File: src/sv/adccal_pkg.sv
// types and constants for the adc channel calibration block
// used by adccal_cfg, adccal_div and adc_channel_calibration; no dependencies
package adccal_pkg;

  // constants: the ratio offset and reference limits are Q16.16, the gain ones plain integers
  localparam int unsigned    DefaultGain  = 10000;    // gain of 100.00 in hundredths
  localparam int unsigned    GainDivisor  = 100;
  localparam int unsigned    GainRound    = 50;
  localparam int unsigned    RatioMul     = 250;
  localparam logic [31:0]    RatioOffset  = 32'd1638400;  // 25.0
  localparam logic [31:0]    RefMinOk     = 32'd6554;     // just above 0.1
  localparam logic [31:0]    RefFallback  = 32'd327680;   // 5.0

  // divider geometry
  localparam int unsigned    DivNumW   = 44;
  localparam int unsigned    DivDenW   = 32;
  localparam int unsigned    DivCntW   = $clog2(DivNumW + 1);

  // input and output words
  typedef struct packed {
    logic [7:0]  channel;
    logic [15:0] raw_sample;
  } in_item_t;

  typedef struct packed {
    logic [3:0]         result_channel;
    logic signed [31:0] cooked_value;
    logic               channel_enabled;
  } out_item_t;

  // register indexes
  typedef enum logic [2:0] {
    CfgTypeMap    = 3'd0,
    CfgEnableMask = 3'd1,
    CfgGainACh    = 3'd2,
    CfgGainAHund  = 3'd3,
    CfgGainBCh    = 3'd4,
    CfgGainBHund  = 3'd5
  } cfg_idx_e;

  // per channel treatment
  typedef enum logic [1:0] {
    TypePlain = 2'd0,
    TypeGain  = 2'd1,
    TypeRatio = 2'd2,
    TypeRsvd  = 2'd3
  } cal_type_e;

  typedef struct packed {
    logic [31:0] type_map;
    logic [15:0] enable_mask;
    logic [4:0]  gain_a_channel;
    logic [15:0] gain_a_hundredths;
    logic [4:0]  gain_b_channel;
    logic [15:0] gain_b_hundredths;
  } cfg_t;

  // divider request and response
  typedef struct packed {
    logic               start;
    logic [DivNumW-1:0] dividend;
    logic [DivDenW-1:0] divisor;
  } div_req_t;

  typedef struct packed {
    logic               done;
    logic [DivNumW-1:0] quotient;
  } div_rsp_t;

  // sequencer states
  typedef enum logic [1:0] {
    StIdle = 2'd0,
    StMul  = 2'd1,
    StDiv  = 2'd2,
    StOut  = 2'd3
  } state_e;

endpackage

File: src/sv/adccal_cfg.sv
// configuration registers of the adc channel calibration block
// depends on adccal_pkg for the register index codes and cfg_t
module adccal_cfg import adccal_pkg::*; (
  input  logic        clk_i,
  input  logic        rst_ni,
  input  logic        cfg_valid_i,
  output logic        cfg_ready_o,
  input  logic [2:0]  cfg_index_i,
  input  logic [31:0] cfg_data_i,
  output cfg_t        cfg_o
);

  cfg_t cfg_q, cfg_d;

  // writes are always accepted, ready is tied high
  assign cfg_ready_o = 1'b1;

  // register decode, unknown indexes ignored
  always_comb begin
    cfg_d = cfg_q;
    if (cfg_valid_i) begin
      unique case (cfg_idx_e'(cfg_index_i))
        CfgTypeMap:    cfg_d.type_map          = cfg_data_i;
        CfgEnableMask: cfg_d.enable_mask       = cfg_data_i[15:0];
        CfgGainACh:    cfg_d.gain_a_channel    = cfg_data_i[4:0];
        CfgGainAHund:  cfg_d.gain_a_hundredths = cfg_data_i[15:0];
        CfgGainBCh:    cfg_d.gain_b_channel    = cfg_data_i[4:0];
        CfgGainBHund:  cfg_d.gain_b_hundredths = cfg_data_i[15:0];
        default: ;
      endcase
    end
  end

  always_ff @(posedge clk_i or negedge rst_ni) begin
    if (!rst_ni) begin
      cfg_q.type_map          <= 32'h0555_5560;
      cfg_q.enable_mask       <= 16'd1;
      cfg_q.gain_a_channel    <= 5'd7;
      cfg_q.gain_a_hundredths <= 16'd25238;
      cfg_q.gain_b_channel    <= 5'd8;
      cfg_q.gain_b_hundredths <= 16'd10015;
    end else begin
      cfg_q <= cfg_d;
    end
  end

  assign cfg_o = cfg_q;

endmodule

File: src/sv/adccal_div.sv
// shared restoring divider, one quotient bit per cycle
// depends on adccal_pkg for div_req_t, div_rsp_t and the divider widths
module adccal_div import adccal_pkg::*; (
  input  logic     clk_i,
  input  logic     rst_ni,
  input  div_req_t req_i,
  output div_rsp_t rsp_o
);

  logic [DivDenW-1:0] rem_q, rem_d;
  logic [DivNumW-1:0] quo_q, quo_d;
  logic [DivDenW-1:0] den_q, den_d;
  logic [DivCntW-1:0] cnt_q, cnt_d;
  logic               busy_q, busy_d;
  logic               done_q, done_d;

  logic [DivDenW:0]   trial;
  logic [DivDenW:0]   diff;

  // one shift and trial subtract step
  assign trial = {rem_q, quo_q[DivNumW-1]};
  assign diff  = trial - {1'b0, den_q};

  always_comb begin
    rem_d  = rem_q;
    quo_d  = quo_q;
    den_d  = den_q;
    cnt_d  = cnt_q;
    busy_d = busy_q;
    done_d = 1'b0;
    if (req_i.start) begin
      rem_d  = '0;
      quo_d  = req_i.dividend;
      den_d  = req_i.divisor;
      cnt_d  = DivCntW'(DivNumW);
      busy_d = 1'b1;
    end else if (busy_q) begin
      // divisor stays below 2^31, so a kept remainder fits
      if (!diff[DivDenW]) begin
        rem_d = diff[DivDenW-1:0];
        quo_d = {quo_q[DivNumW-2:0], 1'b1};
      end else begin
        rem_d = trial[DivDenW-1:0];
        quo_d = {quo_q[DivNumW-2:0], 1'b0};
      end
      cnt_d = cnt_q - 1'b1;
      if (cnt_q == DivCntW'(1)) begin
        busy_d = 1'b0;
        done_d = 1'b1;
      end
    end
  end

  // control state
  always_ff @(posedge clk_i or negedge rst_ni) begin
    if (!rst_ni) begin
      busy_q <= 1'b0;
      done_q <= 1'b0;
      cnt_q  <= '0;
    end else begin
      busy_q <= busy_d;
      done_q <= done_d;
      cnt_q  <= cnt_d;
    end
  end

  // datapath
  always_ff @(posedge clk_i) begin
    rem_q <= rem_d;
    quo_q <= quo_d;
    den_q <= den_d;
  end

  assign rsp_o.done     = done_q;
  assign rsp_o.quotient = quo_q;

endmodule

File: src/sv/adc_channel_calibration.sv
// adc channel calibration top level: sequencer, multiplier and output register
// depends on adccal_pkg, adccal_cfg and adccal_div
//
//   port group   direction  handshake              carries
//   in_*         in         in_valid_i/in_stall_o  in_item_t (channel, raw_sample)
//   out_*        out        out_valid_o/out_stall_i out_item_t (channel, value, enable)
//   cfg_*        in         cfg_valid_i/cfg_ready_o register index and 32-bit data
//
// plain volts words go from accept straight to the output state, dropped channels
// are only accepted; gain and ratiometric words pass through accept, one multiply,
// 44 divider steps, taking the quotient and the output state, paced by the shared
// one-bit-per-cycle divider.
// after reset the registers hold their defaults and the reference is zero.
// a stalled output holds its word; the next input word is taken meanwhile,
// and the sequencer waits in its output state only while that word is held.
module adc_channel_calibration import adccal_pkg::*; #(
  parameter int unsigned CHANNELS = 16
) (
  input  logic        clk_i,
  input  logic        rst_ni,
  input  logic        in_valid_i,
  output logic        in_stall_o,
  input  in_item_t    in_data_i,
  output logic        out_valid_o,
  input  logic        out_stall_i,
  output out_item_t   out_data_o,
  input  logic        cfg_valid_i,
  output logic        cfg_ready_o,
  input  logic [2:0]  cfg_index_i,
  input  logic [31:0] cfg_data_i
);

  localparam logic [7:0] ChanLimit = 8'(CHANNELS);

  cfg_t      cfg;
  div_req_t  div_req;
  div_rsp_t  div_rsp;

  state_e    state_q, state_d;
  logic [3:0]  ch_q, ch_d;
  logic [19:0] volts_q, volts_d;
  cal_type_e   type_q, type_d;
  logic [15:0] gain_q, gain_d;
  logic [31:0] res_q, res_d;
  logic [31:0] ref_q, ref_d;
  logic        out_valid_q, out_valid_d;
  out_item_t   out_q, out_d;

  logic        in_take;
  logic        out_free;
  logic [3:0]  in_ch;
  logic [15:0] mul_op;
  logic [35:0] prod;
  logic [31:0] ratio_ref;
  logic [15:0] mask_eff;

  adccal_cfg u_cfg (
    .clk_i      (clk_i),
    .rst_ni     (rst_ni),
    .cfg_valid_i(cfg_valid_i),
    .cfg_ready_o(cfg_ready_o),
    .cfg_index_i(cfg_index_i),
    .cfg_data_i (cfg_data_i),
    .cfg_o      (cfg)
  );

  adccal_div u_div (
    .clk_i (clk_i),
    .rst_ni(rst_ni),
    .req_i (div_req),
    .rsp_o (div_rsp)
  );

  assign in_stall_o = (state_q != StIdle);
  assign in_take    = in_valid_i && !in_stall_o;
  assign out_free   = !out_valid_q || !out_stall_i;
  assign in_ch      = in_data_i.channel[3:0];

  // shared multiplier: gain for linear channels, 250 for ratiometric
  assign mul_op = (type_q == TypeRatio) ? 16'(RatioMul) : gain_q;
  assign prod   = 36'(volts_q) * 36'(mul_op);

  // reference below 0.1 (or negative) falls back to 5.0
  assign ratio_ref = ($signed(ref_q) >= $signed(RefMinOk)) ? ref_q : RefFallback;

  // empty mask leaves only channel 0 enabled
  assign mask_eff = (cfg.enable_mask == '0) ? 16'd1 : cfg.enable_mask;

  // sequencer and datapath next state
  always_comb begin
    state_d     = state_q;
    ch_d        = ch_q;
    volts_d     = volts_q;
    type_d      = type_q;
    gain_d      = gain_q;
    res_d       = res_q;
    ref_d       = ref_q;
    out_d       = out_q;
    out_valid_d = out_valid_q && out_stall_i;
    div_req     = '0;

    unique case (state_q)
      StIdle: begin
        if (in_take && (in_data_i.channel < ChanLimit)) begin
          ch_d    = in_ch;
          volts_d = {1'b0, in_data_i.raw_sample, 3'b000}
                  + {3'b000, in_data_i.raw_sample, 1'b0};
          type_d  = cal_type_e'(cfg.type_map[{in_ch, 1'b0} +: 2]);
          if (cfg.gain_a_channel == {1'b0, in_ch}) begin
            gain_d = cfg.gain_a_hundredths;
          end else if (cfg.gain_b_channel == {1'b0, in_ch}) begin
            gain_d = cfg.gain_b_hundredths;
          end else begin
            gain_d = 16'(DefaultGain);
          end
          case (cal_type_e'(cfg.type_map[{in_ch, 1'b0} +: 2])) inside
            TypeGain, TypeRatio: state_d = StMul;
            default: begin
              res_d   = {12'h000, volts_d};
              state_d = StOut;
            end
          endcase
        end
      end
      StMul: begin
        // product goes straight into the divider registers
        div_req.start = 1'b1;
        if (type_q == TypeRatio) begin
          div_req.dividend = {prod[27:0], 16'h0000};
          div_req.divisor  = ratio_ref;
        end else begin
          div_req.dividend = {8'h00, prod + 36'(GainRound)};
          div_req.divisor  = 32'(GainDivisor);
        end
        state_d = StDiv;
      end
      StDiv: begin
        // quotients stay below 2^31, so no clamp is reached
        if (div_rsp.done) begin
          if (type_q == TypeRatio) begin
            res_d = div_rsp.quotient[31:0] - RatioOffset;
          end else begin
            res_d = div_rsp.quotient[31:0];
          end
          state_d = StOut;
        end
      end
      StOut: begin
        if (out_free) begin
          out_d.result_channel  = ch_q;
          out_d.cooked_value    = $signed(res_q);
          out_d.channel_enabled = mask_eff[ch_q];
          out_valid_d           = 1'b1;
          if (ch_q == 4'd0) begin
            ref_d = res_q;
          end
          state_d = StIdle;
        end
      end
      default: state_d = StIdle;
    endcase
  end

  // control state
  always_ff @(posedge clk_i or negedge rst_ni) begin
    if (!rst_ni) begin
      state_q     <= StIdle;
      out_valid_q <= 1'b0;
      ref_q       <= '0;
    end else begin
      state_q     <= state_d;
      out_valid_q <= out_valid_d;
      ref_q       <= ref_d;
    end
  end

  // payload registers
  always_ff @(posedge clk_i) begin
    ch_q    <= ch_d;
    volts_q <= volts_d;
    type_q  <= type_d;
    gain_q  <= gain_d;
    res_q   <= res_d;
    out_q   <= out_d;
  end

  assign out_valid_o = out_valid_q;
  assign out_data_o  = out_q;

endmodule

File: config.mk
export PLATFORM = sky130hd
export DESIGN_NAME = adc_channel_calibration
export DESIGN_NICKNAME = d
export VERILOG_FILES = /design/src/sv/adccal_pkg.sv /design/src/sv/adccal_cfg.sv /design/src/sv/adccal_div.sv /design/src/sv/adc_channel_calibration.sv
export SDC_FILE = /design/constraint.sdc
export NUM_CORES = 1
export LEC_CHECK = 0
export ABC_AREA = 0
export BUFFER_PORTS_ARGS = -buffer_cell sky130_fd_sc_hd__buf_2
export CAP_MARGIN = 30
export CORE_ASPECT_RATIO = 0.7
export CORE_MARGIN = 2
export CORE_UTILIZATION = 35
export CTS_BUF_LIST = sky130_fd_sc_hd__clkbuf_16
export DETAILED_ROUTE_END_ITERATION = 12
export PLACE_DENSITY = 0.52
export SYNTH_ARGS = -nofsm -noshare
export SYNTH_HDL_FRONTEND = slang
export SYNTH_HIERARCHICAL = 1
export SYNTH_SLANG_ARGS = --single-unit
File: constraint.sdc
create_clock -name clk_i -period 11.4 [get_ports clk_i]
set_input_delay 0.57 -clock clk_i [delete_from_list [all_inputs] [get_ports clk_i]]
set_output_delay 0.57 -clock clk_i [all_outputs]
set_load 0.03 [all_outputs]
* Word level (Yosys, flattened, before mapping)
Cells that the tools add are included.
** Storage, ports and cells
- Flip-flop bits (word level) :: 352
- Input bits :: 64
- Output and inout port bits :: 40
- Logic and storage cells :: 114
** Operators by class
- Add/sub/neg operators :: 5
- Multipliers :: 1
- Shift operators :: 1
- Equal/unequal tests :: 18
- Reduce and logical (&&, ||, !) cells :: 28
- $lt $le $gt $ge :: 3
- Mux-type cells :: 33
** Operators with widths (count)
- $mux 32 :: 6
- $mux 44 :: 2
- $mux 77 :: 1
- $mux 76 :: 1
- $mux 16 :: 4
- $pmux 32 s2 :: 1
- $add 36x6->36 const B :: 1
- $mul 20x16->36 :: 1
- $sub 33x32->33 :: 1
- $ge 32x14->1 const B :: 1
- $shiftx 32x6->2 :: 1
- $sub 32x21->32 const B :: 1
- $add 19x17->20 :: 1
- $reduce_and 2->1 :: 9
- $logic_not 16->1 :: 1
- $mux 6 :: 2
- $eq 5x4->1 :: 2
- $mux 1 :: 10
- $reduce_and 3->1 :: 3
- $eq 2x2->1 const B :: 4
- $lt 8x5->1 const B :: 1
- $mux 2 :: 4
- $pmux 2 s4 :: 1
- $eq 3x2->1 const B :: 2
- other kinds (18) :: 28

* Logic depth before layout (Yosys ltp)
Gate-level depths: netlist (run 1).
- Depth in word-level cells :: 7
- Depth in mapped cells :: 30
- Mapped depth without buffers :: 27

* Cells and area by module
The synthesis (run 1) kept the hierarchy.
** By module, submodules not included
- adc_channel_calibration :: cells an instance 1888, sequential area each 4179.0 um^2, times used 1, area each 18403.9 um^2
- adccal_div :: cells an instance 607, sequential area each 3123.0 um^2, times used 1, area each 6394.9 um^2
- adccal_cfg :: cells an instance 196, sequential area each 2293.4 um^2, times used 1, area each 3642.2 um^2

* Worst setup path before layout (run 1)
Ideal clock, no wire load.
- Path type :: reg-to-reg
- From :: reg type_q[1]
- To :: reg u_div.quo_q[32], data pin
- Setup time :: 0.260 ns
- Buffers on the path :: 3
- Required time :: 11.140 ns
- Path slack :: 3.361 ns
- Stages on the path, launching flop included :: 27
- Clock period less this slack :: 8.039 ns
- Arrival time :: 7.779 ns
- Path through :: edfxtp_1 -> nand2b_1 -> clkbuf_1 -> and2_1 -> clkbuf_1 -> clkbuf_1 -> nand2_1 -> fa_1 -> fa_1 -> inv_1 -> fa_1 -> fa_1 -> fa_1 -> inv_1 -> fa_1 -> inv_1 -> ha_1 -> a21oi_1 -> o21ai_0 -> or4_1 -> o21a_2 -> xnor2_2 -> nor4_4 -> nand3_1 -> o311a_1 -> a221o_1 -> mux2_2
** RTL lines
- start, declared :: line adc_channel_calibration.sv:42 : cal_type_e type_q, type_d;
- start signal, assigned :: line adc_channel_calibration.sv:181 : type_q <= type_d;
- end signal, assigned :: line adccal_div.sv:70 : quo_q <= quo_d;
- end, declared :: line adccal_div.sv:11 : logic [DivNumW-1:0] quo_q, quo_d;

==> summary.txt, run 1 <==
Logic synthesis
  – Simple-gate area share of the yosys netlist: 14.49%
  – Top cells by area, synth: edfxtp_1 20%, fa_1 17%, dfrtp_1 8.8%
  – Post-synthesis compound-gate area fraction: 8.592%
  – Synth async-reset ratio: 37.89%
  – Synth Cell Area: 28440 um^2
  – Largest family of logic cells by synthesized area: adder cells
  – Synth Area per Inst: 10.57 um^2
  – EDFF count, synth: 186
  – FF+latch count, synth: 351
  – Syn. warnings: 6
  – Unique masters post-synth: 108
  – Prevailing post-synth register cell: edfxtp_1
  – Post-synth top area share: 19.64%
  – Mux cell area share after synthesis: 8.873%
  – XOR/XNOR Fraction of Synth Area: 3.709%
  – Synth Area in Adders: 23.88%
  – Cell count after synthesis: 2691
  – Register area share after synthesis: 33.74%
  – Synth area leader: edfxtp_1

Setup path
  – Crit path top cell by count: fa_1
  – Slowest stage delay, CP: 0.63 ns
  – Crit path max fanout: 48
  – Slowest CP cell: and2_1
  – Worst-path cell chain: nand2b_2 -> buf_4 -> and2_1 -> nand2_1 -> fa_1 -> fa_1 -> inv_1 -> fa_1 -> fa_1 -> fa_1 -> inv_1 -> fa_1 -> inv_1 -> ha_1 -> a21oi_1 -> o21ai_0 -> or4_1 -> o21a_2 -> xnor2_2 -> nor4_4 -> nand3_1 -> o311a_1 -> a221o_1 -> mux2_2
  – CP Capture Type: flop
  – Critical Path RT: 11.68 ns
  – Crit Path Category: flop to flop
  – Critical path arrival: 9.39 ns
  – Startpoint Class: flop

Detailed routing
  – TritonRoute pass-1 iters: 5
  – Final WL: 79420 um
  – Antenna-violating nets left: 0
  – DR vias: 19850
  – DRT iter0 DRCs: 1416
  – Drt drc: 0
  – Vias per std cell: 5.184
  – WL/cell: 20.75 um

Pwr
  – Power per cell area: 152.8 nW/um^2
  – Total power: 4.750 mW
  – Leakage: 13.51 nW
  – Peak VDD IR: 119.2 uV

Die
  – Die area: 83590 um^2
  – CORE AREA: 80550 um^2
  – FP Rows: 87
  – Starting Density: 35.31%
  – Boundary Pins: 104
  – Die X: 344.7 um
  – Die H: 242.5 um

STA
  – Final hold vios: 0
  – Fmax achieved: 109.7 MHz
  – Hold slack: 0.06574 ns
  – RSZ-0062 raised after global routing: false
  – Final setup violation count: 0
  – Final Slew Violations: 0
  – Sum Neg Setup Slack: 0 ns
  – Worst slew pin tran: 1.091 ns
  – Final Critical Period: 9.113 ns
  – Worst slew margin: 27.26%
  – Final Skew: 0.02104 ns
  – Tcrit/Tclk final: 79.94%

Global routing
  – Antenna violations before repair: 4
  – Grt total ovfl: 0
  – Total GRT Usage: 19.20%
  – Global-route wire length before repair: 124300 um
  – Largest net degree at the start of global routing: 88
  – Vias in the first global route: 20430

Clocking
  – Root buffer cell: clkbuf_16
  – Worst skew pair latency: 0.54 ns
  – Post-CTS Hold Buffers: 0
  – CTS Buffer Depth: 3
  – CTS tree: yes
  – Post_cts resized: 0
  – Clock transition at path regs: 0.06 ns
  – H-tree levels: 2
  – CTS buffer count: 35
  – Num Clock Sinks: 351
  – Number of setup buffers added after CTS: 0

Layout
  – Layout cell share with drive strength beyond 1: 17.00%
  – Fin nets: 3196
  – Utilization after layout: 38.59%
  – Fin cells: 3828
  – Area grow syn2layout: 9.283%

Job
  – Max_cap viols: 0

Place
  – Gpl congestion: 0.9052
  – Placed cell count: 3761
  – Number of buffers added on ports: 102
  – DP Wirelength: 60910 um

Status
  – Outcome: finished, final reports clean

Worst hold path
  – Hold Path Class: primary input to asynchronous set/reset pin
## registers in the layout, summed over array words and instances (netlist names), 19 cells and up
register / count
volts_q: 19
res_q: 32
u_div/den_q: 32
ref_q: 32
u_div/rem_q: 32
u_div/quo_q: 44
out_data_o: 37
u_cfg/cfg_o: 90
## power breakdown
| group | switching [mW] | internal, mW |
|---|---|---|
| registers | 0.0537 | 1.44 |
| clock network | 0.504 | 0.613 |
| logic | 1.34 | 0.791 |
| total | 1.90 | 2.85 |
## cells in the final DEF, fill, tap and decap left out, types with 28 or more instances in the layout
master     count
edfxtp_1     186
xnor2_1       77
ha_1         161
xor2_1        36
a311oi_1      34
nor3_1        28
fa_1         238
dfstp_2       33
clkbuf_16     38
nand3_1       29
mux2_4        40
dfxtp_1       32
nor2b_1       57
buf_2        101
nand2_1      297
and2_1        50
a21oi_1       72
and3_1       111
mux2_2       139
o21ai_0       68
inv_1        373
nor2_1       113
dfrtp_1       99
## stage by stage
| step | instance area [um^2] | setup slack (ns) |
|---|---|---|
| after CTS | 31030 | 2.441 |
| after floorplan | 28440 | 3.361 |
| final | 31080 | 2.287 |
| after global routing | 31080 | 1.725 |
| after detailed placement | 29950 | 2.458 |
| after global placement | 29900 | 2.598 |
## layer usage
metal | share of wire [%] | routed length (um) | vias to the layer above | GRT usage [%]
met3 | 6.5 | 5173 | 77 | 3.868
met5 | 0.044 | 35 | - | 0
met1 | 51 | 40390 | 9988 | 30.07
met2 | 41 | 32800 | 580 | 27.44
li1 | - | - | 9194 | -
met4 | 1.3 | 1018 | 6 | 2.979
## worst paths after layout
path	from	endpoint	slack [ns]	cells past startpoint
worst min register to register	res_q[18]$_DFFE_PP_	out_data_o[19]$_DFFE_PP_	0.45	0
min in group clk_i	cfg_data_i[25]	u_cfg/cfg_o[83]$_DFFE_PN0P_	0.26	2
worst max register to register	type_q[0]$_DFFE_PP_	u_div/quo_q[32]$_DFFE_PP_	2.29	24
max in group asynchronous	rst_ni	u_div/busy_q$_DFF_PN0_	10.06	2
worst min-delay path	rst_ni	u_cfg/cfg_o[79]$_DFFE_PN0P_	0.07	1
worst max-delay path	type_q[0]$_DFFE_PP_	u_div/quo_q[32]$_DFFE_PP_	2.29	24
## synth_stat cells (all sizes together), types with 30 or more instances
| cell type | n |
|---|---|
| inv | 357 |
| nand2 | 297 |
| fa | 238 |
| edfxtp | 186 |
| mux2 | 179 |
| ha | 162 |
| nor2 | 119 |
| and3 | 113 |
| dfrtp | 100 |
| clkbuf | 88 |
| xnor2 | 79 |
| a21oi | 75 |
| o21ai | 73 |
| nor2b | 59 |
| and2 | 53 |
| xor2 | 38 |
| a311oi | 35 |
| buf | 33 |
| dfstp | 33 |
| dfxtp | 32 |
| nor3 | 31 |
| nand3 | 30 |
## critical path, delay by kind of cell, from the launching register on
family | cells | cell delay [ns]
AO/OA/AOI/OAI | 5 | 1.43
AND/OR/NAND/NOR | 6 | 2.38
flip-flops | 1 | 0.35
buffers and inverters | 4 | 0.59
XOR/XNOR | 1 | 0.20
multiplexers | 1 | 0.26
adder cells (fa/ha/maj) | 7 | 3.61
## cell type report
cell class | instances | area [um^2]
Fill cell | 7906 | 49470
Multi-Input combinational cell | 1863 | 16990
Sequential cell | 351 | 9597
Inverter | 357 | 1340
Tap cell | 1068 | 1336
Clock buffer | 37 | 925.9
Timing Repair Buffer | 124 | 735.7
Clock inverter | 27 | 158.9
Antenna cell | 1 | 2.502
## logic make-up after synthesis
logic type               after synthesis
multiplexers                         196
other                                  2
XOR/XNOR                             117
adder cells (fa/ha/maj)              400
AND/OR/NAND/NOR                      805
AO/OA/AOI/OAI                        342
buffers and inverters                478
flip-flops                           351
Power figures use the tool's default switching activity.
==> run 2: changes to the inputs <==
==> constraint.sdc (replaced) <==
create_clock -name clk_i -period 8.8 [get_ports clk_i]
set_input_delay 0.44 -clock clk_i [delete_from_list [all_inputs] [get_ports clk_i]]
set_output_delay 0.44 -clock clk_i [all_outputs]
set_load 0.03 [all_outputs]
==> run 2 against run 1 <==
Clock power rose by 21%; total power rose by 29%; sequential share of layout area fell by 0.12 points; core utilization rose by 0.15 points; non-clock buffer count rose by 29; via count rose by 1.9%; flip-flop and latch count did not move; fmax rose by 9.0%; critical path depth did not move; cell count rose by 0.68%; critical endpoint unchanged.
==> summary.txt, run 2 (same netlist as run 1, synthesis figures left out) <==
Status
  – Outcome: finished, final reports clean

Place
  – DP Wirelength: 61800 um (+1.5%)
  – Gpl congestion: 0.9160 (+1.2%)
  – Number of buffers added on ports: 102 (unchanged)

Setup path
  – Critical Path RT: 9.08 ns (-2.60 ns)
  – Startpoint Class: flop
  – Critical path arrival: 8.64 ns (-0.75 ns)
  – Crit path max fanout: 38 (-21%)
  – CP Capture Type: flop
  – Crit Path Category: flop to flop

STA
  – Final Critical Period: 8.357 ns (-0.7562 ns)
  – Final setup violation count: 0 (unchanged)
  – Worst slew pin tran: 0.9472 ns (-0.1439 ns)
  – Hold slack: 0.1332 ns (+0.06743 ns)
  – RSZ-0062 raised after global routing: false
  – Final Skew: 0.02000 ns (-0.001043 ns)
  – Final hold vios: 0 (unchanged)
  – Final Slew Violations: 0 (unchanged)
  – Worst slew margin: 36.86% (+9.6 points)
  – Tcrit/Tclk final: 94.96% (+15 points)
  – Sum Neg Setup Slack: 0 ns (unchanged)
  – Fmax achieved: 119.7 MHz (+9.0%)

Global routing
  – Global-route wire length before repair: 124500 um (+0.19%)
  – Total GRT Usage: 19.15% (-0.052 points)
  – Largest net degree at the start of global routing: 73 (-17%)
  – Grt total ovfl: 0 (unchanged)
  – Vias in the first global route: 20600 (+0.86%)
  – Antenna violations before repair: 4 (unchanged)

Die
  – Die H: 242.5 um (unchanged)
  – FP Rows: 87 (unchanged)
  – Boundary Pins: 104 (unchanged)
  – Die area: 83590 um^2 (unchanged)
  – Die X: 344.7 um (unchanged)
  – CORE AREA: 80550 um^2 (unchanged)
  – Starting Density: 35.31% (unchanged)

Layout
  – Most frequent cells in the layout: 368 x inv_1, 297 x nand2_1, 238 x fa_1
  – Layout cell share with drive strength beyond 1: 17.59% (+0.60 points)
  – Most common cell after layout, fill and taps aside: inv_1
  – Area grow syn2layout: 9.709%
  – Fin nets: 3224 (+0.88%)
  – FF/Latch Area: 9597 um^2 (unchanged)
  – Fillers: 7942 (+0.46%)
  – Area of the multi-input gates: 16990 um^2 (about the same)
  – Max FFs per register: 90 (unchanged)

Pwr
  – Leakage: 13.59 nW (+0.61%)
  – Peak VDD IR: 205.5 uV (+72%)
  – Power per cell area: 197.1 nW/um^2 (+29%)

Detailed routing
  – Vias per std cell: 5.248 (+1.2%)
  – Final WL: 79310 um (-0.15%)
  – Antenna-violating nets left: 0 (unchanged)
  – DR vias: 20230 (+1.9%)
  – Drt drc: 0 (unchanged)
  – TritonRoute pass-1 iters: 5 (unchanged)
  – DRT iter0 DRCs: 1570 (+11%)
  – WL/cell: 20.58 um (-0.82%)

Clocking
  – CTS buffer count: 34 (-2.9%)
  – Clock transition at path regs: 0.07 ns (about the same)
  – H-tree levels: 2 (unchanged)
  – Number of setup buffers added after CTS: 0 (unchanged)
  – Root buffer cell: clkbuf_16
  – CTS tree: yes
  – CTS Buffer Depth: 3 (unchanged)
  – Num Clock Sinks: 351 (unchanged)
  – Worst skew pair latency: 0.54 ns (about the same)

Worst hold path
  – Hold Path Class: primary input to flop

Job
  – Max_cap viols: 0 (unchanged)
[run 2: where the power goes]
| part | switching, mW | internal (mW) | total, mW |
|---|---|---|---|
| clock | 0.627 | 0.737 | 1.36 |
| sequential | 0.0695 | 1.87 | 1.94 |
| combinational | 1.75 | 1.10 | 2.85 |
[run 2: path summary, 6_finish.rpt]
check | from | to | slack, ns | cells after the start
min in group asynchronous | rst_ni | u_cfg/cfg_o[77]$_DFFE_PN0P_ | 0.47 | 2
max in group asynchronous | rst_ni | u_div/busy_q$_DFF_PN0_ | 6.87 | 3
hold reg to reg | res_q[21]$_SDFFCE_PN0P_ | out_data_o[22]$_DFFE_PP_ | 0.45 | 0
setup / recovery | type_q[0]$_DFFE_PP_ | u_div/quo_q[32]$_DFFE_PP_ | 0.44 | 24
hold / removal | cfg_data_i[22] | u_cfg/cfg_o[80]$_DFFE_PN1P_ | 0.13 | 2
setup reg to reg | type_q[0]$_DFFE_PP_ | u_div/quo_q[32]$_DFFE_PP_ | 0.44 | 24
[run 2: routing by layer]
| metal | wire length [um] | part of all wire, % | vias up | GRT usage (%) |
|---|---|---|---|---|
| met5 | 37 | 0.047 | - | 0 |
| met1 | 40330 | 51 | 10230 | 30.07 |
| met2 | 32790 | 41 | 624 | 27.58 |
| met4 | 1014 | 1.3 | 6 | 2.725 |
| met3 | 5135 | 6.5 | 100 | 3.625 |
| li1 | - | - | 9264 | - |
[run 2: repair_timing]
item,4_1_cts,5_1_grt
hold endpoints to repair,39,0
hold buffers,1,0
gates resized for setup,0,3
endpoints found under the setup margin,0,9
[run 2: final cells by class]
type                       instances  share of cell area, %
clock inverter                    25                 0.3288
multi-input combinational       1863                  54.45
antenna                            1               0.008020
clock buffer                      36                  2.887
inverter                         357                  4.295
sequential                       351                  30.76
timing repair buffer             153                  2.995
tap                             1068                  4.283
[run 2: worst max-delay path, cell delays in order, from the launching register on]
cell and delay [ns]:
edfxtp_1 0.38, nand2b_4 0.35, buf_4 0.18, and2_1 0.51, nand2_1 0.17, fa_1 0.55
fa_1 0.40, fa_1 0.49, inv_1 0.05, fa_1 0.47, fa_1 0.59, inv_1 0.08
fa_1 0.54, inv_1 0.04, ha_1 0.42, a21oi_1 0.31, o21ai_0 0.17, or4_1 0.55
o31ai_1 0.30, xnor2_1 0.26, and3_4 0.29, nand3_1 0.10, o311a_1 0.35, a221o_1 0.25
mux2_2 0.26
[run 2: per-stage QoR]
step                setup WS (ns)  instance area, um^2  total power, mW  cells  util, %
floorplan                  0.7612                28440            3.923   2692        -
global placement           0.4573                30130            4.737   3789    37.40
detailed placement         0.2104                30150            4.748   3790    37.42
CTS                        0.1793                31160            6.144   3852    38.68
global route              0.07373                31200            6.520   3853    38.73
finish                     0.4433                31200            6.151   3854    38.74
==> run 3: changes to the inputs <==
==> constraint.sdc (replaced) <==
create_clock -name clk_i -period 8.7 [get_ports clk_i]
set_input_delay 0.435 -clock clk_i [delete_from_list [all_inputs] [get_ports clk_i]]
set_output_delay 0.435 -clock clk_i [all_outputs]
set_load 0.03 [all_outputs]
==> run 3 against run 2 <==
First-iteration DRC count rose by 22%; non-clock buffer count rose by 12; cell count rose by 0.47%; worst setup slack got worse by 0.0061 ns; clock skew fell by 0.00052 ns; hold slack got worse by 0.021 ns; cell area rose by 0.79%; routed wire length rose by 1.3%; critical path type unchanged; largest cell class unchanged; highest routed layer is now met4.
==> summary.txt, run 3 (same netlist as run 1, synthesis figures left out) <==
Clocking
  – CTS tree: yes
  – Root buffer cell: clkbuf_16
  – Worst skew pair latency: 0.55 ns (about the same)
  – Clock transition at path regs: 0.07 ns (about the same)
  – Num Clock Sinks: 351 (unchanged)
  – H-tree levels: 2 (unchanged)
  – CTS Buffer Depth: 3 (unchanged)
  – CTS buffer count: 36 (+5.9%)

STA
  – Final Skew: 0.01948 ns (-0.0005157 ns)
  – Fmax achieved: 121.0 MHz (+1.1%)
  – Final setup violation count: 0 (unchanged)
  – Tcrit/Tclk final: 94.97% (about the same)
  – RSZ-0062 raised after global routing: false
  – Sum Neg Setup Slack: 0 ns (unchanged)
  – Final Slew Violations: 0 (unchanged)
  – Worst slew margin: 36.98% (+0.12 points)
  – Final hold vios: 0 (unchanged)
  – Final Critical Period: 8.263 ns (-0.09395 ns)
  – Worst slew pin tran: 0.9453 ns (-0.001822 ns)

Detailed routing
  – Final WL: 80310 um (+1.3%)
  – DR vias: 20120 (-0.55%)
  – Drt drc: 0 (unchanged)
  – DRT iter0 DRCs: 1910 (+22%)
  – Antenna-violating nets left: 0 (unchanged)
  – TritonRoute pass-1 iters: 5 (unchanged)
  – Vias per std cell: 5.195 (-1.0%)
  – WL/cell: 20.74 um (+0.79%)

Setup path
  – Startpoint Class: flop
  – CP Capture Type: flop
  – Critical path arrival: 8.55 ns (-0.09 ns)
  – Critical Path RT: 8.99 ns (-0.09 ns)
  – Crit Path Category: flop to flop
  – Crit path max fanout: 31 (-18%)

Place
  – Number of buffers added on ports: 102 (unchanged)
  – Gpl congestion: 0.9171 (+0.12%)
  – DP Wirelength: 62930 um (+1.8%)

Status
  – Outcome: finished, final reports clean

Layout
  – Utilization after layout: 39.04% (+0.30 points)
  – Most common cell after layout, fill and taps aside: inv_1
  – Most frequent cells in the layout: 364 x inv_1, 297 x nand2_1, 238 x fa_1
  – Layout cell share with drive strength beyond 1: 18.46% (+0.86 points)
  – Max FFs per register: 90 (unchanged)
  – Fin nets: 3238 (+0.43%)
  – Area grow syn2layout: 10.57%

Global routing
  – Vias in the first global route: 20500 (-0.50%)
  – Global-route wire length before repair: 125200 um (+0.54%)
  – Grt total ovfl: 0 (unchanged)
  – Total GRT Usage: 19.33% (+0.18 points)
  – Antenna violations before repair: 4 (unchanged)
  – Largest net degree at the start of global routing: 81 (+11%)

Die
  – Die X: 344.7 um (unchanged)
  – FP Rows: 87 (unchanged)
  – Starting Density: 35.31% (unchanged)
  – Boundary Pins: 104 (unchanged)
  – CORE AREA: 80550 um^2 (unchanged)
  – Die H: 242.5 um (unchanged)
  – Die area: 83590 um^2 (unchanged)

Pwr
  – NetSw: 2.526 mW (+3.3%)
  – Int Power: 3.829 mW (+3.3%)
  – Peak VDD IR: 146.7 uV (-29%)
  – Power per cell area: 202.1 nW/um^2 (+2.5%)
  – Sw frac: 39.75% (about the same)
  – Clock Power Share: 24.4% (+2.2 points)
  – Leakage: 13.71 nW (+0.87%)
  – Comb power frac: 44.7% (-1.6 points)
  – Reg power frac: 30.9% (-0.6 points)

Worst hold path
  – Hold Path Class: primary input to flop

Job
  – Max_cap viols: 0 (unchanged)
==> run 3: cell count changes in the layout (fill, tap and decap cells not counted), moves of 2 or more <==
cell / previous run / this run
buf_4: 48 / 60
clkinv_1: 10 / 3
clkinv_2: 3 / 7
inv_1: 368 / 364
bufinv_16: 0 / 2
clkbuf_16: 36 / 38
clkinv_8: 0 / 2
diode_2: 1 / 3
inv_6: 1 / 3
inv_8: 0 / 2
==> run 3: path summary, 6_finish.rpt <==
| path | end | slack (ns) | start | depth (start not counted) |
|---|---|---|---|---|
| hold / removal | u_cfg/cfg_o[76]$_DFFE_PN1P_ | 0.11 | cfg_data_i[18] | 2 |
| setup reg to reg | u_div/quo_q[32]$_DFFE_PP_ | 0.44 | type_q[1]$_DFFE_PP_ | 24 |
| hold reg to reg | out_data_o[23]$_DFFE_PP_ | 0.45 | res_q[22]$_SDFFCE_PN0P_ | 0 |
| setup / recovery | u_div/quo_q[32]$_DFFE_PP_ | 0.44 | type_q[1]$_DFFE_PP_ | 24 |
| max in group asynchronous | u_div/busy_q$_DFF_PN0_ | 6.88 | rst_ni | 3 |
| min in group asynchronous | u_cfg/cfg_o[81]$_DFFE_PN0P_ | 0.49 | rst_ni | 2 |
==> run 3: final cells by class <==
cell class | count | area, um^2
Tap cell | 1068 | 1336
Clock inverter | 28 | 229.0
Antenna cell | 3 | 7.507
Sequential cell | 351 | 9597
Fill cell | 7888 | 49100
Timing Repair Buffer | 165 | 1022
Clock buffer | 37 | 925.9
Inverter | 357 | 1340
Multi-Input combinational cell | 1863 | 16990
==> run 3: repair_timing <==
action,4_1_cts,5_1_grt
hold buffers,1,0
endpoints found under the hold margin,47,0
gates resized for setup,0,3
endpoints found under the setup margin,0,2
buffers inserted,0,0
==> run 3: worst max-delay path, cell delays in order (launching register included) <==
cell	delay (ns)
edfxtp_1	0.42
nand2b_4	0.29
and2_1	0.17
buf_4	0.22
nand2_1	0.11
fa_1	0.56
fa_1	0.52
inv_1	0.05
fa_1	0.48
fa_1	0.53
fa_1	0.55
inv_1	0.07
fa_1	0.67
inv_1	0.07
ha_1	0.42
a21oi_1	0.30
o21ai_0	0.17
or4_1	0.56
o31ai_1	0.34
xnor2_1	0.24
and3_4	0.28
nand3_1	0.10
o311a_1	0.35
a221o_1	0.27
mux2_2	0.27
==> run 3: metal layers <==
| layer | part of all wire (%) | global-route usage, % | vias up | wire (um) |
|---|---|---|---|---|
| met5 | 0 | 0 | - | 0 |
| met2 | 40 | 26.51 | 708 | 31920 |
| met1 | 50 | 30.93 | 10030 | 40540 |
| met4 | 1.5 | 3.081 | 0 | 1199 |
| met3 | 8.3 | 4.331 | 81 | 6643 |
| li1 | - | - | 9299 | - |
==> run 3: stage by stage <==
step	area, um^2	std cells	power (mW)	hold slack (ns)	setup WS, ns
after floorplan	28440	2692	3.968	0.1394	0.6612
after global placement	30220	3801	4.790	0.4378	0.4657
after detailed placement	30240	3802	4.807	0.4406	0.3468
after CTS	31410	3868	6.386	0.08506	0.3263
after global routing	31440	3869	6.785	0.09481	0.02998
final	31450	3872	6.354	0.1122	0.4373
==> run 3: power groups by stage <==
| stage | Clock, mW | Sequential [mW] | Combinational (mW) |
|---|---|---|---|
| 2_1_floorplan | 0 | 1.97 | 2.00 |
| 3_3_place_gp | 0 | 1.99 | 2.80 |
| 3_5_place_dp | 0 | 1.99 | 2.81 |
| 4_1_cts | 1.60 | 1.96 | 2.83 |
| 5_1_grt | 1.67 | 1.97 | 3.15 |
| 6_report | 1.55 | 1.96 | 2.84 |
